--- config.mk ---
export PLATFORM = sky130hd
export DESIGN_NAME = kway_sorted_run_merger
export DESIGN_NICKNAME = d
export VERILOG_FILES = /design/src/hdl/kwm_pkg.sv /design/src/hdl/kway_sorted_run_merger.sv
export SDC_FILE = /design/constraint.sdc
export NUM_CORES = 2
export LEC_CHECK = 0
export ABC_AREA = 1
export BUFFER_PORTS_ARGS = -buffer_cell sky130_fd_sc_hd__buf_4
export CORE_MARGIN = 2
export CORE_UTILIZATION = 30
export CTS_CLUSTER_SIZE = 28
export DETAILED_ROUTE_END_ITERATION = 8
export SLEW_MARGIN = 10
export SYNTH_ARGS = -nofsm -noshare
export SYNTH_HDL_FRONTEND = slang
export SYNTH_SLANG_ARGS = --single-unit
--- constraint.sdc ---
create_clock -name clk -period 6.6 [get_ports clk]
set_clock_uncertainty 0.1 [all_clocks]
set_input_delay 0.99 -clock clk [delete_from_list [all_inputs] [get_ports clk]]
set_output_delay 0.99 -clock clk [all_outputs]
set_load 0.02 [all_outputs]
--- src/hdl/kwm_pkg.sv ---
// ----------------------------------------------------------------------------
// kwm_pkg: shared definitions for the k-way sorted run merger
// Field widths, stream packing widths, the end sentinel and fixed limits.
// ----------------------------------------------------------------------------
package kwm_pkg;

  // Record field widths as they appear on the ports.
  localparam int WAY_W = 3;
  localparam int KEY_W = 32;
  localparam int PAY_W = 64;
  localparam int CFG_W = 4;

  // Stream data widths, padded to whole bytes.
  localparam int IN_TDATA_W  = 104;
  localparam int OUT_TDATA_W = 96;

  // Key value that marks the end of a file; such records are never queued.
  localparam logic [KEY_W-1:0] SENTINEL_KEY = '1;

  // Reset value of the ways-in-use register.
  localparam logic [CFG_W-1:0] CFG_WAYS_RESET = 4'd8;

  // At most this many results leave for one accepted record.
  localparam int MAX_RESULTS = 32;
  localparam int RES_CNT_W   = 6;

  typedef logic [KEY_W-1:0] key_t;

endpackage

--- src/hdl/kway_sorted_run_merger.sv ---
// ----------------------------------------------------------------------------
// kway_sorted_run_merger: merges up to WAYS sorted runs into one ascending run
// Per-way record queues in a shared memory, a sequencer that scans way heads
// through one key compare unit and emits the smallest record at a time.
// ----------------------------------------------------------------------------
// Records arrive one at a time, each tagged with its way. The block takes a
// record, then stays busy until every record it can release has been handed
// to the output register: it files the record, then before each release it
// scans the way heads and picks the smallest, reading the heads one per cycle
// from the single read port of the key memory into one 32-bit comparator; a
// last scan that finds nothing to release ends the turn, and any output stall
// adds to it. A record for a full queue is answered by one overflow result. A
// key of all ones is dropped. out_tlast marks the record that ends the merge.
module kway_sorted_run_merger #(
  parameter int WAYS         = 8,
  parameter int QUEUE_DEPTH  = 4,
  parameter int PAYLOAD_BITS = 64
) (
  input  logic                           clk,
  input  logic                           rst_n,
  // Configuration: ways_in_use.
  input  logic                           cfg_valid,
  output logic                           cfg_ready,
  input  logic [kwm_pkg::CFG_W-1:0]      cfg_data,
  // Input records.
  input  logic                           in_tvalid,
  output logic                           in_tready,
  // in_tdata: way [2:0], key [34:3], payload [98:35], zero pad [103:99].
  input  logic [kwm_pkg::IN_TDATA_W-1:0] in_tdata,
  input  logic                           in_tlast,   // way_last
  // Merged results.
  output logic                           out_tvalid,
  input  logic                           out_tready,
  // out_tdata: out_key [31:0], out_payload [95:32].
  output logic [kwm_pkg::OUT_TDATA_W-1:0] out_tdata,
  output logic                           out_tlast,  // out_last
  output logic                           out_tuser   // overflow
);

  import kwm_pkg::*;

  // Derived sizes.
  localparam int WIW  = $clog2(WAYS);
  localparam int CNTW = $clog2(WAYS + 1);
  localparam int QW   = (QUEUE_DEPTH > 1) ? $clog2(QUEUE_DEPTH) : 1;
  localparam int FW   = $clog2(QUEUE_DEPTH + 1);
  localparam int SW   = FW + 1;
  localparam int AW   = WIW + QW;
  localparam int MEMD = WAYS * (2 ** QW);

  // Sequencer states.
  localparam logic [2:0] ST_IDLE   = 3'd0;
  localparam logic [2:0] ST_DECIDE = 3'd1;
  localparam logic [2:0] ST_SCAN   = 3'd2;
  localparam logic [2:0] ST_PICK   = 3'd3;
  localparam logic [2:0] ST_EMIT   = 3'd4;

  // Control registers.
  logic [2:0]            state_r, state_nxt;
  logic [CFG_W-1:0]      cfg_ways_r;
  logic [FW-1:0]         fill_r  [WAYS];
  logic [QW-1:0]         head_r  [WAYS];
  logic [WAYS-1:0]       ended_r;
  logic [CNTW-1:0]       scan_idx_r, scan_idx_nxt;
  logic                  cmp_vld_r, cmp_vld_nxt;
  logic [WIW-1:0]        cmp_way_r, cmp_way_nxt;
  logic                  best_any_r, best_any_nxt;
  logic [RES_CNT_W-1:0]  res_cnt_r, res_cnt_nxt;
  logic                  out_tvalid_r, out_tvalid_nxt;

  // Payload registers.
  logic [WAY_W-1:0]        rec_way_r;
  key_t                    rec_key_r;
  logic [PAYLOAD_BITS-1:0] rec_pay_r;
  logic                    rec_last_r;
  key_t                    best_key_r, best_key_nxt;
  logic [WIW-1:0]          best_way_r, best_way_nxt;
  key_t                    key_rd_r;
  logic [PAYLOAD_BITS-1:0] pay_rd_r;
  key_t                    out_key_r;
  logic [PAYLOAD_BITS-1:0] out_pay_r;
  logic                    out_last_r;
  logic                    out_ovf_r;

  // Record queues, one region of 2**QW entries per way.
  key_t                    key_mem [MEMD];
  logic [PAYLOAD_BITS-1:0] pay_mem [MEMD];

  // Decoded controls.
  logic            in_xfer;
  logic            out_free;
  logic [CNTW-1:0] eff_ways;
  logic [WIW-1:0]  rec_idx;
  logic            rec_in_use;
  logic [SW-1:0]   slot_sum;
  logic [QW-1:0]   wr_slot;
  logic [AW-1:0]   key_rd_addr;
  logic            do_write;
  logic            set_ended;
  logic            do_pop;
  logic            clear_ended;
  logic            pay_rd_en;
  logic            all_ready;
  logic            done_now;
  logic            done_after_pop;
  logic            out_load;
  key_t            out_key_nxt;
  logic            out_last_nxt;
  logic            out_ovf_nxt;
  logic            out_pay_sel;

  assign in_xfer   = in_tvalid & in_tready;
  assign in_tready = (state_r == ST_IDLE);
  assign cfg_ready = 1'b1;
  assign out_free  = ~out_tvalid_r | out_tready;

  // Effective way count: zero acts as one, anything above WAYS as WAYS.
  always_comb begin
    if (cfg_ways_r == '0) begin
      eff_ways = CNTW'(1);
    end else if (int'(cfg_ways_r) > WAYS) begin
      eff_ways = CNTW'(WAYS);
    end else begin
      eff_ways = CNTW'(cfg_ways_r);
    end
  end

  // Target way of the held record and its free slot.
  assign rec_idx    = WIW'(rec_way_r);
  assign rec_in_use = int'(rec_way_r) < int'(eff_ways);
  assign slot_sum   = SW'(head_r[rec_idx]) + SW'(fill_r[rec_idx]);
  assign wr_slot    = (slot_sum >= SW'(QUEUE_DEPTH)) ? QW'(slot_sum - SW'(QUEUE_DEPTH))
                                                     : QW'(slot_sum);

  // Head read address during the scan.
  assign key_rd_addr = {scan_idx_r[WIW-1:0], head_r[scan_idx_r[WIW-1:0]]};

  // Merge status over the ways in use, one term per way.
  always_comb begin
    logic [FW-1:0] fill_left;
    all_ready      = 1'b1;
    done_now       = 1'b1;
    done_after_pop = 1'b1;
    for (int j = 0; j < WAYS; j++) begin
      fill_left = (WIW'(j) == best_way_r) ? fill_r[j] - FW'(1) : fill_r[j];
      if (CNTW'(j) < eff_ways) begin
        if (fill_r[j] == '0 && !ended_r[j]) begin
          all_ready = 1'b0;
        end
        if (!ended_r[j] || fill_r[j] != '0) begin
          done_now = 1'b0;
        end
        if (!ended_r[j] || fill_left != '0) begin
          done_after_pop = 1'b0;
        end
      end
    end
  end

  // Sequencer.
  always_comb begin
    state_nxt      = state_r;
    scan_idx_nxt   = scan_idx_r;
    cmp_vld_nxt    = cmp_vld_r;
    cmp_way_nxt    = cmp_way_r;
    best_any_nxt   = best_any_r;
    best_key_nxt   = best_key_r;
    best_way_nxt   = best_way_r;
    res_cnt_nxt    = res_cnt_r;
    do_write       = 1'b0;
    set_ended      = 1'b0;
    do_pop         = 1'b0;
    clear_ended    = 1'b0;
    pay_rd_en      = 1'b0;
    out_load       = 1'b0;
    out_key_nxt    = '0;
    out_last_nxt   = 1'b0;
    out_ovf_nxt    = 1'b0;
    out_pay_sel    = 1'b0;
    unique case (state_r)
      ST_IDLE: begin
        if (in_xfer) begin
          state_nxt = ST_DECIDE;
        end
      end
      ST_DECIDE: begin
        scan_idx_nxt = '0;
        cmp_vld_nxt  = 1'b0;
        best_any_nxt = 1'b0;
        res_cnt_nxt  = '0;
        state_nxt    = ST_SCAN;
        if (rec_in_use && !ended_r[rec_idx]) begin
          if (rec_key_r == SENTINEL_KEY) begin
            set_ended = rec_last_r;
          end else if (fill_r[rec_idx] == FW'(QUEUE_DEPTH)) begin
            // Queue full: answer with an overflow result once the output is free.
            if (out_free) begin
              out_load    = 1'b1;
              out_ovf_nxt = 1'b1;
              res_cnt_nxt = RES_CNT_W'(1);
            end else begin
              state_nxt = ST_DECIDE;
            end
          end else begin
            do_write  = 1'b1;
            set_ended = rec_last_r;
          end
        end
      end
      ST_SCAN: begin
        // Issue one head read per cycle and compare the previous one.
        if (scan_idx_r < eff_ways) begin
          cmp_vld_nxt  = 1'b1;
          cmp_way_nxt  = scan_idx_r[WIW-1:0];
          scan_idx_nxt = scan_idx_r + CNTW'(1);
        end else begin
          cmp_vld_nxt = 1'b0;
          if (!cmp_vld_r) begin
            state_nxt = ST_PICK;
          end
        end
        if (cmp_vld_r && fill_r[cmp_way_r] != '0) begin
          if (!best_any_r || key_rd_r < best_key_r) begin
            best_any_nxt = 1'b1;
            best_key_nxt = key_rd_r;
            best_way_nxt = cmp_way_r;
          end
        end
      end
      ST_PICK: begin
        if (all_ready && best_any_r && int'(res_cnt_r) < MAX_RESULTS) begin
          pay_rd_en = 1'b1;
          state_nxt = ST_EMIT;
        end else begin
          clear_ended = done_now;
          state_nxt   = ST_IDLE;
        end
      end
      ST_EMIT: begin
        if (out_free) begin
          out_load     = 1'b1;
          out_key_nxt  = best_key_r;
          out_pay_sel  = 1'b1;
          out_last_nxt = done_after_pop;
          do_pop       = 1'b1;
          clear_ended  = done_after_pop;
          res_cnt_nxt  = res_cnt_r + RES_CNT_W'(1);
          scan_idx_nxt = '0;
          cmp_vld_nxt  = 1'b0;
          best_any_nxt = 1'b0;
          state_nxt    = ST_SCAN;
        end
      end
      default: begin
        state_nxt = ST_IDLE;
      end
    endcase
  end

  // Output register: held until the transfer completes.
  always_comb begin
    if (out_load) begin
      out_tvalid_nxt = 1'b1;
    end else if (out_tready) begin
      out_tvalid_nxt = 1'b0;
    end else begin
      out_tvalid_nxt = out_tvalid_r;
    end
  end

  // Control state.
  always_ff @(posedge clk) begin
    if (!rst_n) begin
      state_r      <= ST_IDLE;
      cfg_ways_r   <= CFG_WAYS_RESET;
      ended_r      <= '0;
      scan_idx_r   <= '0;
      cmp_vld_r    <= 1'b0;
      cmp_way_r    <= '0;
      best_any_r   <= 1'b0;
      res_cnt_r    <= '0;
      out_tvalid_r <= 1'b0;
      for (int j = 0; j < WAYS; j++) begin
        fill_r[j] <= '0;
        head_r[j] <= '0;
      end
    end else begin
      state_r      <= state_nxt;
      scan_idx_r   <= scan_idx_nxt;
      cmp_vld_r    <= cmp_vld_nxt;
      cmp_way_r    <= cmp_way_nxt;
      best_any_r   <= best_any_nxt;
      res_cnt_r    <= res_cnt_nxt;
      out_tvalid_r <= out_tvalid_nxt;
      if (cfg_valid && cfg_ready) begin
        cfg_ways_r <= cfg_data;
      end
      // Queue bookkeeping.
      if (do_write) begin
        fill_r[rec_idx] <= fill_r[rec_idx] + FW'(1);
      end
      if (do_pop) begin
        fill_r[best_way_r] <= fill_r[best_way_r] - FW'(1);
        head_r[best_way_r] <= (head_r[best_way_r] == QW'(QUEUE_DEPTH - 1))
                              ? '0 : head_r[best_way_r] + QW'(1);
      end
      // End marks: a finished merge clears all of them.
      if (clear_ended) begin
        ended_r <= '0;
      end else if (set_ended) begin
        ended_r[rec_idx] <= 1'b1;
      end
    end
  end

  // Record capture, best candidate and output payload.
  always_ff @(posedge clk) begin
    if (in_xfer) begin
      rec_way_r  <= in_tdata[WAY_W-1:0];
      rec_key_r  <= in_tdata[WAY_W +: KEY_W];
      rec_pay_r  <= in_tdata[WAY_W + KEY_W +: PAYLOAD_BITS];
      rec_last_r <= in_tlast;
    end
    best_key_r <= best_key_nxt;
    best_way_r <= best_way_nxt;
    if (out_load) begin
      out_key_r  <= out_key_nxt;
      out_pay_r  <= out_pay_sel ? pay_rd_r : '0;
      out_last_r <= out_last_nxt;
      out_ovf_r  <= out_ovf_nxt;
    end
  end

  // Queue memories: one write port, registered reads.
  always_ff @(posedge clk) begin
    if (do_write) begin
      key_mem[{rec_idx, wr_slot}] <= rec_key_r;
      pay_mem[{rec_idx, wr_slot}] <= rec_pay_r;
    end
    key_rd_r <= key_mem[key_rd_addr];
    if (pay_rd_en) begin
      pay_rd_r <= pay_mem[{best_way_r, head_r[best_way_r]}];
    end
  end

  // Result stream.
  assign out_tvalid = out_tvalid_r;
  assign out_tdata  = {PAY_W'(out_pay_r), out_key_r};
  assign out_tlast  = out_last_r;
  assign out_tuser  = out_ovf_r;

endmodule

==> impl_results.md <==
* DR vias/cell at 4.83
* Crit path cell chain: inv_4, nand2_1, nand3_1, nand3_4, nand2_8, inv_4, buf_4, nand2_1, nand2_1, nand2_1, nand2_1, nand2_1, nand2_1, nor2_1, nor2_1
* Main combinational cell family by area after synthesis: simple AND/OR/NAND/NOR gates
* Synth warn at 0
* First-pass GRT wire length at 611000 um
* Vias in the first global route at 89835
* Final hold violations at 0
* Max Slew Vio Count at 0
* Worst setup SP type: register
* GRT Residual Overflow at 0
* Initial DRC count at 10032
* Final Instance Count excl. Fillers at 19904
* Compound-Gate Fraction of Synth Area at 0.0251
* Post-Syn Instances at 13171
* Synth cell types at 44
* Worst Path Class, Setup: register to register
* Die X at 705 um
* CTS tree: yes
* WL final at 422000 um
* Top-count cell post-synth: nand2_1
* Worst-path fanout max at 66
* Maximum clock insertion buffer count at 4
* Final worst-path cycle share at 0.730
* Critical Path Most Common Cell: nand2_1
* Syn_nets at 13343
* Crit. End Element: register
* Wire length on met1 at 181000 um
* Largest net degree at the start of global routing at 187
* PD cells at 300 nW/um^2
* Post-synth top area share at 0.694
* Slew @ Worst Pin at 1230 ps
* Hold Crit Start: in_tdata[49]
* Ports at 215
* Synth Register Bits at 3484
* Die area at 498000 sq um
* P&R area growth vs syn at 13.3%
* Run status: complete, no violations
* Max-cap viol count at 0
* Part of the Yosys area used for sequential elements at 0.704
* Arrival @ worst endpoint at 5400 ps
* Row cnt at 257
* CTS Buf Count at 349
* Layout cells sized above 1 at 0.0724
* Dpl cells at 19271
* Simple-Gate Fraction of Synth Area at 0.207
* Post-Synth XOR/XNOR Area at 0.000288
* Clock transition at path regs at 70 ps
* Total GRT Usage at 0.163
* DP HPWL at 207000 um
* Antenna Nets Post-Route at 0
* R2R depth at 15
* Top cells by count, synth: 3730 x nand2_1, 3409 x edfxtp_1, 1872 x nand3_1
* Standby leakage power at 0.0636 uW
* Slowest cell on crit path: dfxtp_1
* Min-delay worst type: primary input to register
* Root buf cell: clkbuf_16
* Post-Syn Area per Cell at 11.2 sq um
* Critical Path Max Stage Delay at 840 ps
* Drt pass-1 iters at 9
* Top post-synthesis cells by area: edfxtp_1 69%, nand2_1 9.5%, nand3_1 6.3%
* Synth area leader: edfxtp_1
* Met2 wire length at 200000 um
* Initial antenna violation count at 25
* Clock Sinks at 3484
* Top FF cell, synth: edfxtp_1
* WL met3 at 27600 um
* Post-Synth Adder-Cell Area at 0.00492
* Hold Path Stages at 1
* Via count at 96227
* Number of enable flip-flop cells after synthesis at 3409
* Core area at 490000 sq um
* Worst r2r dst: pay_rd_r[3]
* Hold worst-path end: rec_pay_r[14]
* Slew HR at 0.180
* Final Setup Violations at 0
* Fillcell total at 48144
* H-Tree Depth at 5
* VDD IR-drop max at 224 uV
* Starting Density at 0.301
* Flop-to-flop setup slack at 1780 ps
* Fmax at 0.208 GHz
* Clock latency on the worst-skew pair at 950 ps
* Post-CTS Resized at 0
* Final Critical Period at 4820 ps
* Nets at 13319
* Die height at 705 um
* Cts hold-fix bufs at 0
* Final Wtd Congestion at 0.810
* Mapped Area at 148000 sq um
* Max layer used: met5
* RSZ-0062 raised after global routing: false
* Worst Path Required at 7190 ps
* Buffers on Ports at 208
* Post-CTS Setup Inserts at 0
* Final Power at 50200 uW
* Post-route DRC violation count at 0
* Drt wl/cell at 21.2 um
* Post-synthesis mux area share at 0
* Async SR Flop Fraction at 0
## worst max path at each step
stage	startpoint	end	slack [ps]
finish	register	pay_rd_r[3]	1780
global route	register	pay_rd_r[12]	1410
CTS	register	pay_rd_r[3]	1790
detailed placement	register	pay_rd_r[3]	1810
global placement	register	pay_rd_r[3]	1820
floorplan	register	key_mem[0][0]	-150
## metrics by stage
step	instance area [sq um]	setup TNS [ps]	setup slack, ps	utilization	hold WS [ps]
finish	167000	0	1780	0.341	125
CTS	167000	0	1790	0.341	59.2
global placement	156000	0	1820	0.319	318
floorplan	148000	-357400	-154	-	303
global route	167000	0	1410	0.341	90.9
detailed placement	156000	0	1810	0.319	323
## cell families (layout without fill, tap and decap cells)
logic type                 count (synthesis)  count (layout)
AOI/OAI and AO/OA                        673             673
xor gates and xnor gates                   4               4
adders and majority gates                 58              58
buffers and inverters                   2102            2357
DFF                                     3484            3484
other                                      1               4
and+or+nand+nor                         6849            6849
## placed cells by master, fill, tap and decap left out, drive strengths merged
cell type	count
nand3b	601
a21oi	254
nor3	17
o211ai	119
xnor2	2
nor3b	1
conb	1
clkinvlp	8
o2111ai	1
a31o	1
ha	58
o21a	4
a221oi	1
clkinv	152
xor2	2
nand2	3733
clkbuf	432
nor2	576
or2	17
a31oi	4
bufinv	29
a211oi	1
o21ai	287
diode	3
and3	1
nand4	26
edfxtp	3409
o31ai	1
nor4	3
inv	1336
dfxtp	75
buf	400
nand3	1874
## sequential cells by signal, summed over array words and instances (netlist names), 3 cells and up, named ones only
| name | flops |
|---|---|
| best_key_r | 32 |
| best_way_r | 3 |
| cfg_ways_r | 4 |
| cmp_way_r | 3 |
| ended_r | 8 |
| fill_r | 24 |
| head_r | 16 |
| key_mem | 1024 |
| key_rd_r | 32 |
| out_key_r | 32 |
| out_pay_r | 64 |
| pay_mem | 2048 |
| pay_rd_r | 64 |
| rec_idx | 3 |
| rec_key_r | 32 |
| rec_pay_r | 64 |
| res_cnt_r | 6 |
| scan_idx_r | 4 |
| state_r | 3 |
## area by class of cell
cell class,instances,area (sq um),share of cell area
multi-input combinational,7585,35400,0.211
timing repair buffer,400,3840,0.0230
sequential,3484,104000,0.621
antenna,3,7.51,0.0000449
clock inverter,198,1740,0.0104
tap,6475,8100,0.0485
inverter,1327,5030,0.0301
clock buffer,432,9250,0.0553
## layer usage
layer / GRT usage / vias to the layer above
met3: 0.0186 / 633
li1: - / 44694
met2: 0.274 / 3488
met4: 0.0494 / 4
met1: 0.221 / 47408
met5: 0 / -
## worst max-delay path: cells and delay by family, from the launching register on
family	cells	cell delay, ps
AND/OR/NAND/NOR	12	2140
buffers and inverters	3	1360
flip-flops	1	840
## where the power goes
part           total [uW]  leakage [uW]  internal (uW)  switching, uW
registers           25900        0.0314          25300            649
clock network       19500       0.00538          11100           8420
logic                4750        0.0268           1270           3480
(Power assumes the default switching activity.)
